## config.mk

```make
export PLATFORM = sky130hd
export DESIGN_NAME = mer_mul
export DESIGN_NICKNAME = d
export VERILOG_FILES = /design/src/rtl/midpoint_ellipse_rasterizer_assert.svh /design/src/rtl/mer_pkg.sv /design/src/rtl/mer_mul.sv
export SDC_FILE = /design/constraint.sdc
export NUM_CORES = 2
export LEC_CHECK = 0
export ABC_CLOCK_PERIOD_IN_PS = 7200
export BUFFER_PORTS_ARGS = -buffer_cell sky130_fd_sc_hd__buf_2
export CAP_MARGIN = 10
export CORE_MARGIN = 4
export CORE_UTILIZATION = 54
export DETAILED_ROUTE_END_ITERATION = 16
export HOLD_SLACK_MARGIN = 0.15
export PLACE_DENSITY = 0.74
export SETUP_SLACK_MARGIN = 0.05
export SYNTH_ARGS = -nofsm -noshare
export SYNTH_HDL_FRONTEND = slang
export SYNTH_SLANG_ARGS = --single-unit
export TNS_END_PERCENT = 5
```

## constraint.sdc

```tcl
create_clock -name aclk -period 7.2 [get_ports aclk]
set_input_delay 0.72 -clock aclk [delete_from_list [all_inputs] [get_ports aclk]]
set_output_delay 0.72 -clock aclk [all_outputs]
set_load 0.005 [all_outputs]
```

## src/rtl/midpoint_ellipse_rasterizer_assert.svh

```systemverilog
// Assertion macros for the ellipse rasterizer.
// Define NO_ASSERTIONS to compile them out.
`ifndef MIDPOINT_ELLIPSE_RASTERIZER_ASSERT_SVH
`define MIDPOINT_ELLIPSE_RASTERIZER_ASSERT_SVH

`ifndef NO_ASSERTIONS

// Same-cycle implication
`define MER_IMPLY(label, clk, rst_n, ante, cons) \
    label: assert property (@(posedge clk) disable iff (!(rst_n)) (ante) |-> (cons)) \
        else $error("ellipse rasterizer: implication check failed");

// Next-cycle implication
`define MER_NEXT(label, clk, rst_n, ante, cons) \
    label: assert property (@(posedge clk) disable iff (!(rst_n)) (ante) |=> (cons)) \
        else $error("ellipse rasterizer: next-cycle check failed");

`else

`define MER_IMPLY(label, clk, rst_n, ante, cons)
`define MER_NEXT(label, clk, rst_n, ante, cons)

`endif

`endif

```

## src/rtl/mer_pkg.sv

```systemverilog
`default_nettype none

package mer_pkg;

    // Default field widths
    localparam int MER_COORD_BITS  = 16;
    localparam int MER_RADIUS_BITS = 12;

    // Input selector codes (s_tuser)
    localparam logic MODE_START = 1'b0;
    localparam logic MODE_STEP  = 1'b1;

    // Walk region
    typedef enum logic [1:0] {
        PH_DONE,
        PH_ONE,
        PH_TWO
    } phase_t;

    // Sequencer states
    typedef enum logic [3:0] {
        ST_IDLE,
        ST_SQX,   // rx * rx
        ST_SQY,   // ry * ry
        ST_LX,    // rx2 * rx2
        ST_LY,    // ry2 * ry2
        ST_DI,    // rx2 * ry
        ST_DA,    // region one decision
        ST_T1,    // odd * odd
        ST_T2,    // odd^2 * (rx2 + ry2)
        ST_T3,    // bound compare
        ST_SW,    // region two decision
        ST_EMIT,  // push points
        ST_U1,    // walk update
        ST_U2,    // first decision product
        ST_U3,    // first decision add
        ST_U4     // second decision add
    } state_t;

    // Output stage control
    typedef struct packed {
        logic load;
        logic last;
        logic done;
    } out_ctl_t;

endpackage

`default_nettype wire

```

## src/rtl/mer_mul.sv

```systemverilog
`default_nettype none

// Shared signed multiplier with registered product
module mer_mul
    import mer_pkg::*;
#(
    parameter int WIDTH = 2 * MER_RADIUS_BITS + 3
) (
    input  wire logic                      aclk,
    input  wire logic                      en,
    input  wire logic signed [WIDTH-1:0]   a,
    input  wire logic signed [WIDTH-1:0]   b,
    output logic signed [2*WIDTH-1:0]      prod_reg
);

    // Product register, loaded when the sequencer issues a multiply
    always_ff @(posedge aclk) begin
        if (en) begin
            prod_reg <= a * b;
        end
    end

endmodule

`default_nettype wire

```

# Word-level counts from Yosys, hierarchy flattened
# Cells that the tools add are included.
# totals
input_bits,56
ff_bits,54
out_inout_bits,54
# op_classes
mul,1
# ops
op,count
$mul 27x27->54,1

# Depth between registers and ports, before layout
# depth
depth_word,1
depth_mapped,28
mapped_depth_nobuf,25

# Worst setup path after synthesis
# No wires, ideal clock.
# synth_path
path_kind,input to register
start,input port b[7]
end,"register prod_reg[53], data pin"
setup_ns,0.262
required_ns,6.938
slack_ns,-0.385
arrival_time_ns,7.323
cell_stages,24
path_cell_list,clkbuf_1 -> clkbuf_1 -> nand2_1 -> fa_1 -> inv_1 -> fa_1 -> inv_1 -> fa_1 -> inv_1 -> fa_1 -> fa_1 -> fa_1 -> fa_1 -> ha_1 -> clkbuf_8 -> a21o_1 -> a21o_1 -> a21o_1 -> a21o_1 -> a21oi_1 -> o211ai_1 -> a31o_1 -> a2111oi_4 -> nor3_2
# synth_via
elab_chain_cells,1
# synth_rtl
item,line,rtl
start: declaration,mer_mul.sv:12,"input wire logic signed [WIDTH-1:0] b,"
$mul 27x27->54,mer_mul.sv:19,prod_reg <= a * b;
end signal: assignment,mer_mul.sv:19,
end: declaration,mer_mul.sv:13,output logic signed [2*WIDTH-1:0] prod_reg
# Every way passes these cells.
# A chain may end at the register's enable or synchronous reset.

# Final worst setup path
# layout_path
start,input port a[14]
end,"register prod_reg[37], data pin"
# layout_via
elab_chain_cells,1
# layout_rtl
item,line,rtl
start: declaration,mer_mul.sv:11,"input wire logic signed [WIDTH-1:0] a,"
$mul 27x27->54,mer_mul.sv:19,
# Every way passes these cells.

==> reports/qor.txt <==
Clock-pin slew on the worst setup and hold paths: 80 ps
TritonCTS Sinks: 54
Clock root buffer: clkbuf_16
CTS tree: yes
Number of global-route vias before repair: 23600
Critical Path Start Type: primary input
Number of max-cap violations: 0
Synthesis-to-layout area growth: 13.9%
#FFs+latches synth: 54
Share of cells above drive strength 1: 0.160
Part of the cycle the worst path needs: 1.00
Post-DP HPWL: 64400 um
1st-iter DRT viols: 1012
Synth Warn #: 0
FP Rows: 83
Synth cell types: 65
Post-Syn Nets: 3944
GR Util All Layers: 0.264
H-tree depth: 2
Num CTS Buffers: 5
CP dominant cell by count: fa_1
Post-Route WL: 71400 um
Sequential element share of the synthesized area: 0.0576
First-pass GRT wire length: 118000 um
CP Buf/Inv Count: 10
Primary FF master, synth: edfxtp_1
Final Hold Fails: 0
Crit end category: flip-flop
Measured slew at the worst slew-check pin: 716 ps
Syn avg cell area: 9.49 um2
Most area-consuming cells after synthesis: fa_1 (54%), inv_1 (11%), ha_1 (7.0%)
Setup slack after layout: -2.67 ps
Unrepaired setup endpoints after global routing: yes
I/O Pins: 110
Initial antenna violation count: 5
# DRC: 0
Filler cell count: 4208
Mapped Cells: 2969
Largest net degree at the start of global routing: 55
Final instance area: 0.0321 mm2
Area of the multi-input gates: 0.0232 mm2
Synth top area share: 0.541
Delay-heaviest family, CP: adder cells
Core Area: 0.0515 mm2
Placement Setup Slack: -645 ps
Die Footprint: 0.0559 mm2
Number of iterations in the first detailed-routing pass: 5
WS Path Type: in -> reg
Post-synth EDFFs: 54
Final setup violation count: 1
Final slew viol count: 0
Routed Antenna Nets: 0
Fmax: 0.139 GHz
Async SR Flop Fraction: 0
Die X: 236 um
Final net count: 4229
Most common cell in the netlist: inv_1
Number of port buffers: 109
Crit Path Max Fanout: 9
DIE HEIGHT: 236 um
Synthesized area: 0.0282 mm2
Vias/cell: 5.23
Post-synth top cells: inv_1 (822), fa_1 (761), nand2_1 (421)
Wire per inst: 18.1 um
Initial Util: 0.547
Failing checks: setup timing
Hold WC Path Type: in -> reg
Minimum clock period: 7200 ps
Area of placed instances: 0.0314 mm2
Slowest Stage Delay on Critical Path: 570 ps
CTS Buffer Depth: 2
Status: finished with violations
Crit path required time: 7250 ps
Slowest cell on crit path: fa_1
Total gr overflow: 0
Gpl congestion: 0.957
Vias: 20600
Sequential cell area: 0.00162 mm2
Worst Path Arrival: 7250 ps
Relative slew slack: 0.522
Largest register FFs: 54
Cell accounting for the most synthesized area: fa_1
## layout make-up
cell class,instances,share of cell area
clock inverters,3,0.000780
repair buffers,424,0.0996
inverters,822,0.0964
flip-flops and latches,54,0.0505
well taps,680,0.0265
multi-input cells,1947,0.722
diodes,5,0.000390
clock buffers,5,0.00390
## cell families after synthesis
kind of cell    after synthesis  share of synthesized area
compound gates              155                     0.0419
xor+xnor                     57                     0.0177
fa+ha+maj                   919                      0.611
buf+inv                     968                      0.131
flops                        54                     0.0576
simple gates                816                      0.141
## routing by layer
layer,up-vias,wire length (um),track usage,part of all wire
met3,239,3870,0.0398,0.054
met4,0,4680,0.142,0.065
met1,10700,24600,0.303,0.34
met5,-,0,0,0
li1,9019,-,-,-
met2,666,38300,0.475,0.54
## worst paths after layout
path	cells after the start	end	startpoint
setup / recovery	26	prod_reg[37]$_DFFE_PP_	a[14]
hold / removal	3	prod_reg[0]$_DFFE_PP_	b[0]
## layout by cell type (no fill, tap or decap), drive strengths merged, types with 4 or more instances in the layout
master     n
a31oi      7
edfxtp    54
nand4      9
fa       761
o21ai     18
and3       7
ha       158
o21bai    10
a211oi     8
clkbuf    14
diode      5
nor2      42
xnor2     43
a2111oi    4
nand2    421
buf      415
xor2      14
a21o      44
a21oi     38
o211ai     4
nand3      9
inv      821
and2     299
nand2b    11
nor3       5
## worst min-delay path, delay by kind of cell
| family | cells | cell delay (ps) |
|---|---|---|
| buffers and inverters | 2 | 330 |
| and+or+nand+nor | 1 | 150 |
## stage by stage
step	utilization	setup TNS (ps)	std cells	hold slack, ps
after floorplan	-	-38.2	2969	832
after global placement	0.610	-5220	3916	1110
after detailed placement	0.610	-7080	3916	1110
after CTS	0.617	-291	3931	1090
after global routing	0.623	-1190	3940	1020
final	0.623	-2.67	3940	1020
## what timing repair did
item | CTS | global route
pin swaps | 20 | 38
setup buffers | 7 | 4
hold buffers | 0 | 0
setup endpoints to repair | 13 | 27
resized for setup | 36 | 73
Power is left out: the tool's default activity adds up to more than one toggle a clock period on the data nets, which glitch-free logic cannot reach.
