`src/rtl/midpoint_ellipse_rasterizer_assert.svh`:
```
// Assertion macros for the ellipse rasterizer.
// Define NO_ASSERTIONS to compile them out.
`ifndef MIDPOINT_ELLIPSE_RASTERIZER_ASSERT_SVH
`define MIDPOINT_ELLIPSE_RASTERIZER_ASSERT_SVH

`ifndef NO_ASSERTIONS

// Same-cycle implication
`define MER_IMPLY(label, clk, rst_n, ante, cons) \
    label: assert property (@(posedge clk) disable iff (!(rst_n)) (ante) |-> (cons)) \
        else $error("ellipse rasterizer: implication check failed");

// Next-cycle implication
`define MER_NEXT(label, clk, rst_n, ante, cons) \
    label: assert property (@(posedge clk) disable iff (!(rst_n)) (ante) |=> (cons)) \
        else $error("ellipse rasterizer: next-cycle check failed");

`else

`define MER_IMPLY(label, clk, rst_n, ante, cons)
`define MER_NEXT(label, clk, rst_n, ante, cons)

`endif

`endif

```
`src/rtl/mer_pkg.sv`:
```
`default_nettype none

package mer_pkg;

    // Default field widths
    localparam int MER_COORD_BITS  = 16;
    localparam int MER_RADIUS_BITS = 12;

    // Input selector codes (s_tuser)
    localparam logic MODE_START = 1'b0;
    localparam logic MODE_STEP  = 1'b1;

    // Walk region
    typedef enum logic [1:0] {
        PH_DONE,
        PH_ONE,
        PH_TWO
    } phase_t;

    // Sequencer states
    typedef enum logic [3:0] {
        ST_IDLE,
        ST_SQX,   // rx * rx
        ST_SQY,   // ry * ry
        ST_LX,    // rx2 * rx2
        ST_LY,    // ry2 * ry2
        ST_DI,    // rx2 * ry
        ST_DA,    // region one decision
        ST_T1,    // odd * odd
        ST_T2,    // odd^2 * (rx2 + ry2)
        ST_T3,    // bound compare
        ST_SW,    // region two decision
        ST_EMIT,  // push points
        ST_U1,    // walk update
        ST_U2,    // first decision product
        ST_U3,    // first decision add
        ST_U4     // second decision add
    } state_t;

    // Output stage control
    typedef struct packed {
        logic load;
        logic last;
        logic done;
    } out_ctl_t;

endpackage

`default_nettype wire

```
`src/rtl/mer_out.sv`:
```
`default_nettype none

// One-entry output register on the result channel
module mer_out
    import mer_pkg::*;
#(
    parameter int COORD_BITS = MER_COORD_BITS
) (
    input  wire logic                                aclk,
    input  wire logic                                aresetn,
    input  wire out_ctl_t                            ctl,
    input  wire logic [COORD_BITS-1:0]               px,
    input  wire logic [COORD_BITS-1:0]               py,
    output logic                                     free,
    output logic                                     m_tvalid,
    input  wire logic                                m_tready,
    // point_x (low), point_y
    output logic [((2*COORD_BITS+7)/8)*8-1:0]        m_tdata,
    output logic                                     m_tlast,
    // done_res
    output logic                                     m_tuser
);

    localparam int OUT_W = ((2 * COORD_BITS + 7) / 8) * 8;

    logic                  valid_reg;
    logic [COORD_BITS-1:0] px_reg;
    logic [COORD_BITS-1:0] py_reg;
    logic                  last_reg;
    logic                  done_reg;

    // Slot can take a new result when empty or being drained
    assign free = !valid_reg || m_tready;

    always_ff @(posedge aclk) begin
        if (!aresetn) begin
            valid_reg <= 1'b0;
        end else if (ctl.load) begin
            valid_reg <= 1'b1;
        end else if (m_tready) begin
            valid_reg <= 1'b0;
        end
    end

    // Payload
    always_ff @(posedge aclk) begin
        if (ctl.load) begin
            px_reg   <= px;
            py_reg   <= py;
            last_reg <= ctl.last;
            done_reg <= ctl.done;
        end
    end

    assign m_tvalid = valid_reg;
    assign m_tdata  = OUT_W'({py_reg, px_reg});
    assign m_tlast  = last_reg;
    assign m_tuser  = done_reg;

endmodule

`default_nettype wire

```
`config.mk`:
```
export PLATFORM = sky130hd
export DESIGN_NAME = mer_out
export DESIGN_NICKNAME = d
export VERILOG_FILES = /design/src/rtl/midpoint_ellipse_rasterizer_assert.svh /design/src/rtl/mer_pkg.sv /design/src/rtl/mer_out.sv
export SDC_FILE = /design/constraint.sdc
export NUM_CORES = 1
export LEC_CHECK = 0
export BUFFER_PORTS_ARGS = -buffer_cell sky130_fd_sc_hd__buf_2
export CAP_MARGIN = 10
export CELL_PAD_IN_SITES_DETAIL_PLACEMENT = 1
export CELL_PAD_IN_SITES_GLOBAL_PLACEMENT = 2
export CORE_ASPECT_RATIO = 0.8
export CORE_MARGIN = 5
export CORE_UTILIZATION = 26
export DETAILED_ROUTE_END_ITERATION = 16
export PLACE_DENSITY = 0.81
export REMOVE_ABC_BUFFERS = 1
export SLEW_MARGIN = 30
export SYNTH_ARGS = -nofsm -noshare
export SYNTH_HDL_FRONTEND = slang
export SYNTH_SLANG_ARGS = --single-unit
```
`constraint.sdc`:
```
create_clock -name aclk -period 0.8 [get_ports aclk]
set_input_delay 0.08 -clock aclk [delete_from_list [all_inputs] [get_ports aclk]]
set_output_delay 0.08 -clock aclk [all_outputs]
set_load 0.02 [all_outputs]
```
== Word level (Yosys, flattened, before mapping) ==
Index checks and enable logic that the tools add are counted.

* Multiplexer cells: 2
* Reductions and logical operators: 3

{| class="wikitable"
|+ Operators with widths
! cell !! number
|-
| two-way mux 1 bit || 2
|-
| nonzero test 2 bit || 1
|-
| zero test 1 bit || 1
|-
| logical OR 1 bit || 1
|}

* Bits in registers: 35
* Bits of input ports: 38
* Output and inout bits: 36

== Longest topological paths before layout ==
Gate-level depths: netlist of the first run.

* Depth in word-level cells: 2
* Gate-level depth with buffers: 2
* Depth with buffers taken out: 2

== Least setup slack after synthesis of the first run ==
OpenSTA, ideal clock, no wires.

* Kind: reg2reg
* Start: register, netlist name m_tvalid
* End: register valid_reg, in the netlist m_tvalid
* Data arrival time: 0.708 ns
* Path slack: 0.026 ns
* Cell stages (with the launch flop): 3
* Path buffers: 0
* Period minus slack after synthesis: 0.774 ns
* Cells stage by stage: dfxtp_1 -> nand2b_4 -> a21boi_2

{| class="wikitable"
|+ RTL lines
! item !! RTL line !! text
|-
| end signal: assignment || mer_out.sv:37 || <nowiki>valid_reg <= 1'b0;</nowiki>
|-
| end signal: assignment || mer_out.sv:39 || <nowiki>valid_reg <= 1'b1;</nowiki>
|-
| end signal: assignment || mer_out.sv:41 || <nowiki>valid_reg <= 1'b0;</nowiki>
|-
| end: declaration || mer_out.sv:26 || <nowiki>logic valid_reg;</nowiki>
|}

== Worst setup path in the final report of the first run ==
* Start: register done_reg, in the netlist m_tuser
* End: output m_tuser

{| class="wikitable"
|+ RTL lines
! item !! RTL line !! text
|-
| start: declaration || mer_out.sv:30 || <nowiki>logic done_reg;</nowiki>
|-
| start signal: assignment || mer_out.sv:51 || <nowiki>done_reg <= ctl.done;</nowiki>
|-
| end: declaration || mer_out.sv:21 || <nowiki>output logic m_tuser</nowiki>
|}

No word-level cell between the ends.

==> metrics, run 1 <==
number of DRC violations after detailed routing=0; largest clock skew in the final design=0 ps; Worst Setup Slack, final=-108 ps; via-per-instance ratio=3.85; launching element type of the critical path=register; fraction of power spent switching nets=0.230; worst-margin pin slew=116 ps; Power Dens Cells=1920 nW/µm²; TritonCTS clock tree=yes; crit path kind=register to primary output; endpoint of the worst register-to-register path=m_tvalid; cell depth of the worst min-delay path=2; Clk network pwr share=0.278; setup violation total in the final timing report=36; maximum clock frequency=1100 MHz; number of nets with antenna violations after detailed routing=0; clock transition time at the flip-flop clock pins of the worst setup and hold paths=60 ps; top cell type by total area after synthesis=edfxtp_1; total CTS buffers=5; Skew-Pair Late Insertion Delay=270 ps; number of levels the H-tree was split into=2; final clock period utilization by the worst path=1.14; pin count of the biggest net entering global routing=21; instance count of the mapped netlist=38; Internal=0.00319 W; remaining max-slew budget at the tightest pin=0.923; commonest cells after routing, fill and taps aside=42 x buf_2, 34 x dlygate4sd3_1, 34 x edfxtp_1; number of antenna violations at the first check in global routing=0; buffers inserted during post-CTS setup optimization=0; peak supply drop=0.00106 V; final hold viol count=0; Slowest cell on crit path=edfxtp_1; final-report max-slew violation count=0; arrival time at the worst endpoint=830 ps; via count of the routed design=808; Mapped Avg Cell Area=28.2 µm²; combined global-route utilization of all metal layers=0.118; Hold Path Origin=aresetn; Buf/Inv on CP=1; Levels on crit path=1; port buffer count=73; flops & latches, synth=35; run status=complete, but fails checks; overall overflow remaining after global route=0; Yosys top cell area share=0.954; most frequent standard cell in the layout excluding fill and tap cells=buf_2; count of pins on the block boundary=74; total core area=3880 µm²; clock tree root buffer cell=clkbuf_8; total length of routed wires=3100 µm; setup slack of the most critical reg-to-reg path=200 ps; largest buffer count on any clock path=2; delay of the slowest cell on the worst path=400 ps; Die ar.=5510 µm²; Register-to-Register Path Depth=2; worst hold endpoint=m_tvalid; LEAKAGE=0.911 nW; violated checks=setup timing; proportion of layout cells with a drive suffix above 1=0.535; starting utilization of the core area=0.276; list of cells traversed by the critical path=buf_6; delay-heaviest family, CP=flip-flops; leading cell types by total area after synthesis=edfxtp_1 95%, dfxtp_1 1.9%, nand2b_4 1.3%; utilization after layout=0.557; combinational fraction of design power=0.182; number of max-cap violations=0; minimum clock period=908 ps; Horiz. Die Dim=81.7 µm; via count of the first global-routing pass=954; global-route wire length before repair=4540 µm; Hold Crit Class=input pin to register; vertical die dimension=67.4 µm; netlist area before placement=1070 µm²; Psw=0.000953 W; distinct cell type count of the synthesized netlist=5; reg2reg start=m_tvalid; critical path capture point type=primary output; num rows=20; sinks on the clock net=35; proportion of power drawn by flip-flops and latches=0.540; relative area change from synthesis to final layout=102%; weighted congestion at the end of routability-driven global placement=0.642; first-pass detailed-route iteration total=4; worst hold slack=42.2 ps; detail-routed net length per standard cell=14.8 µm; Crit Path Max Fanout=1; First DRT Iteration DRCs=43; count of synthesis-stage warnings from yosys=0; Diodes inserted=0; data required time of the worst path=720 ps; sequential share of the synthesized area=0.973; number of nets in the layout=192; unrepaired setup endpoints after global routing=true
## area by class of cell
type,instances,area (µm²)
multi-input combinational,2,25.0
inverter,1,3.75
timing repair buffer,109,940
tap,55,68.8
clock buffer,6,72.6
sequential,35,1040
clock inverter,2,7.51
fill,398,1720
## logic make-up (layout without fill, tap and decap cells)
family | after synthesis | after routing | share of synthesized area
AO/OA/AOI/OAI | 1 | 1 | 0.0105
buffers and inverters | 1 | 118 | 0.00351
flip-flops | 35 | 35 | 0.973
AND/OR/NAND/NOR | 1 | 1 | 0.0129
## metal layers
| metal | track usage | part of all wire | routed length (µm) | vias to the layer above |
|---|---|---|---|---|
| li1 | - | - | - | 382 |
| met1 | 0.105 | 0.32 | 994 | 381 |
| met2 | 0.236 | 0.58 | 1800 | 45 |
| met3 | 0.0547 | 0.099 | 306 | 0 |
| met4 | 0.0311 | 0 | 0 | 0 |
| met5 | 0 | 0 | 0 | - |
## worst max path at each step
stage | startpoint | to | slack [ps]
floorplan | m_tvalid | m_tvalid | 30
global route | m_tuser | m_tuser | -150
global placement | ctl[2] | px_reg[14] | 110
CTS | m_tuser | m_tuser | -130
detailed placement | ctl[2] | px_reg[9] | 100
finish | m_tuser | m_tuser | -110
## through the flow
stage	instance area, µm²	total power [W]	setup slack, ps	TNS [ps]	instances
2_1_floorplan	1070	0.00245	25.9	0	38
3_3_place_gp	1540	0.00272	112	0	168
3_5_place_dp	1540	0.00274	101	0	168
4_1_cts	2070	0.00413	-133	-3560	210
5_1_grt	2160	0.00434	-151	-4300	210
6_report	2160	0.00415	-108	-2930	210
## synthesized netlist by cell type (all sizes together)
cell	number
edfxtp	34
a21boi	1
dfxtp	1
inv	1
nand2b	1
## power groups by stage
stage / clock [W] / combinational (W) / sequential (W)
4_1_cts: 0.00121 / 0.000696 / 0.00223
2_1_floorplan: 0 / 0.0000130 / 0.00244
6_report: 0.00115 / 0.000755 / 0.00224
3_3_place_gp: 0 / 0.000479 / 0.00224
5_1_grt: 0.00128 / 0.000802 / 0.00225
3_5_place_dp: 0 / 0.000492 / 0.00225
## what timing repair did
action | in CTS | in global routing
gates resized for setup | 35 | 28
endpoints found under the hold margin | 34 | 0
hold buffers | 34 | 0
setup endpoints to repair | 36 | 36
Power figures use the tool's default switching activity.
==> inputs of run 2 (changes only) <==
--- a/config.mk
+++ b/config.mk
@@ -14,5 +14,5 @@
 export CORE_UTILIZATION = 26
 export DETAILED_ROUTE_END_ITERATION = 16
-export PLACE_DENSITY = 0.81
+export PLACE_DENSITY = 0.74
 export REMOVE_ABC_BUFFERS = 1
 export SLEW_MARGIN = 30
==> constraint.sdc (replaced) <==
create_clock -name aclk -period 0.8 [get_ports aclk]
set_input_delay 0.04 -clock aclk [delete_from_list [all_inputs] [get_ports aclk]]
set_output_delay 0.04 -clock aclk [all_outputs]
set_load 0.02 [all_outputs]
==> metrics, run 2 (synthesis gave the netlist of run 1 again) <==
Diodes inserted=0 (unchanged); total length of routed wires=3460 µm (was 3100 µm); commonest cells after routing, fill and taps aside=44 x buf_2, 35 x dlygate4sd3_1, 34 x edfxtp_1 (was 42 x buf_2, 34 x dlygate4sd3_1, 34 x edfxtp_1); via count of the routed design=825 (was 808); largest clock skew in the final design=0 ps (unchanged); list of cells traversed by the critical path=buf_6 (unchanged); Die ar.=5510 µm² (unchanged); worst hold endpoint=m_tvalid (unchanged); minimum clock period=900 ps (was 908 ps); cell depth of the worst min-delay path=4 (was 2); maximum clock frequency=1110 MHz (was 1100 MHz); num rows=20 (unchanged); setup slack of the most critical reg-to-reg path=50 ps (was 200 ps); worst hold slack=138 ps (was 42.2 ps); proportion of layout cells with a drive suffix above 1=0.535 (about the same); starting utilization of the core area=0.276 (unchanged); weighted congestion at the end of routability-driven global placement=0.647 (was 0.642); final clock period utilization by the worst path=1.13 (was 1.14); Hold Path Origin=m_tready (was aresetn); worst-margin pin slew=115 ps (was 116 ps); Buf/Inv on CP=1 (unchanged); Slowest cell on crit path=edfxtp_1 (unchanged); sinks on the clock net=35 (unchanged); number of nets in the layout=194 (was 192); number of antenna violations at the first check in global routing=0 (unchanged); relative area change from synthesis to final layout=103% (was 102%); via count of the first global-routing pass=918 (was 954); TritonCTS clock tree=yes (unchanged); pin count of the biggest net entering global routing=20 (was 21); final-report max-slew violation count=0 (unchanged); setup violation total in the final timing report=36 (unchanged); Register-to-Register Path Depth=3 (was 2); port buffer count=73 (unchanged); delay-heaviest family, CP=flip-flops (unchanged); clock tree root buffer cell=clkbuf_8 (unchanged); crit path kind=register to primary output (unchanged); unrepaired setup endpoints after global routing=true (unchanged); arrival time at the worst endpoint=860 ps (was 830 ps); total core area=3880 µm² (unchanged); count of pins on the block boundary=74 (unchanged); number of nets with antenna violations after detailed routing=0 (unchanged); remaining max-slew budget at the tightest pin=0.924 (was 0.923); detail-routed net length per standard cell=16.3 µm (was 14.8 µm); overall overflow remaining after global route=0 (unchanged); peak supply drop=0.00121 V (was 0.00106 V); violated checks=setup timing (unchanged); First DRT Iteration DRCs=14 (was 43); Power Dens Cells=1930 nW/µm² (was 1920 nW/µm²); Worst Setup Slack, final=-100 ps (was -108 ps); via-per-instance ratio=3.89 (was 3.85); launching element type of the critical path=register (unchanged); data required time of the worst path=760 ps (was 720 ps); most frequent standard cell in the layout excluding fill and tap cells=buf_2 (unchanged); combined global-route utilization of all metal layers=0.131 (was 0.118); run status=complete, but fails checks (unchanged); number of levels the H-tree was split into=2 (unchanged); LEAKAGE=0.916 nW (was 0.911 nW); clock transition time at the flip-flop clock pins of the worst setup and hold paths=70 ps (was 60 ps); critical path capture point type=primary output (unchanged); number of DRC violations after detailed routing=0 (unchanged); total CTS buffers=5 (unchanged); Crit Path Max Fanout=1 (unchanged); reg2reg start=m_tvalid (unchanged); first-pass detailed-route iteration total=4 (unchanged); Horiz. Die Dim=81.7 µm (unchanged); non-filler cells, final=212 (was 210); vertical die dimension=67.4 µm (unchanged); cell count after placement=168 (unchanged); Skew-Pair Late Insertion Delay=280 ps (was 270 ps); delay of the slowest cell on the worst path=420 ps (was 400 ps); endpoint of the worst register-to-register path=m_tvalid (unchanged); final hold viol count=0 (unchanged); global-route wire length before repair=4960 µm (was 4540 µm); number of max-cap violations=0 (unchanged); utilization after layout=0.559 (was 0.557); largest buffer count on any clock path=2 (unchanged); Hold Crit Class=input pin to register (unchanged)
[run 2: power breakdown]
part	leakage (nW)	switching [W]	internal, W
logic	0.534	0.000337	0.000424
clock network	0.0403	0.000590	0.000593
registers	0.342	0.0000677	0.00217
total	0.916	0.000995	0.00319
[run 2: timing repair]
| action | 4_1_cts | 5_1_grt |
|---|---|---|
| endpoints found under the setup margin | 36 | 36 |
| gates cloned | 0 | 0 |
| hold buffers | 35 | 0 |
| setup buffers | 0 | 1 |
| gates resized for setup | 31 | 29 |
| hold endpoints to repair | 35 | 0 |
[run 2: worst max-delay path by stage]
stage                  end        from  cells after the start
6_report           m_tuser     m_tuser                      1
4_1_cts        m_tdata[13]  px_reg[13]                      1
5_1_grt            m_tuser     m_tuser                      1
3_5_place_dp     px_reg[8]      ctl[2]                      2
2_1_floorplan     m_tvalid    m_tvalid                      2
3_3_place_gp     px_reg[6]      ctl[2]                      2
[run 2: layer usage]
layer | wire length [µm] | up-vias | share of wire | GRT usage
met4 | 52 | 0 | 0.015 | 0.0498
met3 | 485 | 6 | 0.14 | 0.0893
met1 | 1170 | 384 | 0.34 | 0.126
met2 | 1750 | 52 | 0.51 | 0.224
met5 | 0 | - | 0 | 0
li1 | - | 383 | - | -
[run 2: metrics by stage]
stage / TNS (ps) / cell area [µm²] / power (W) / worst slack (ps)
2_1_floorplan: 0 / 1070 / 0.00245 / 25.9
5_1_grt: -3550 / 2170 / 0.00438 / -139
6_report: -2000 / 2170 / 0.00418 / -100
3_5_place_dp: 0 / 1540 / 0.00274 / 146
3_3_place_gp: 0 / 1540 / 0.00272 / 153
4_1_cts: -2190 / 2070 / 0.00412 / -92.4
[run 2: cell type report]
type | count | area [µm²]
multi-input combinational | 2 | 25.0
inverter | 1 | 3.75
clock inverter | 2 | 7.51
clock buffer | 6 | 72.6
sequential | 35 | 1040
fill | 378 | 1710
timing repair buffer | 111 | 945
tap | 55 | 68.8
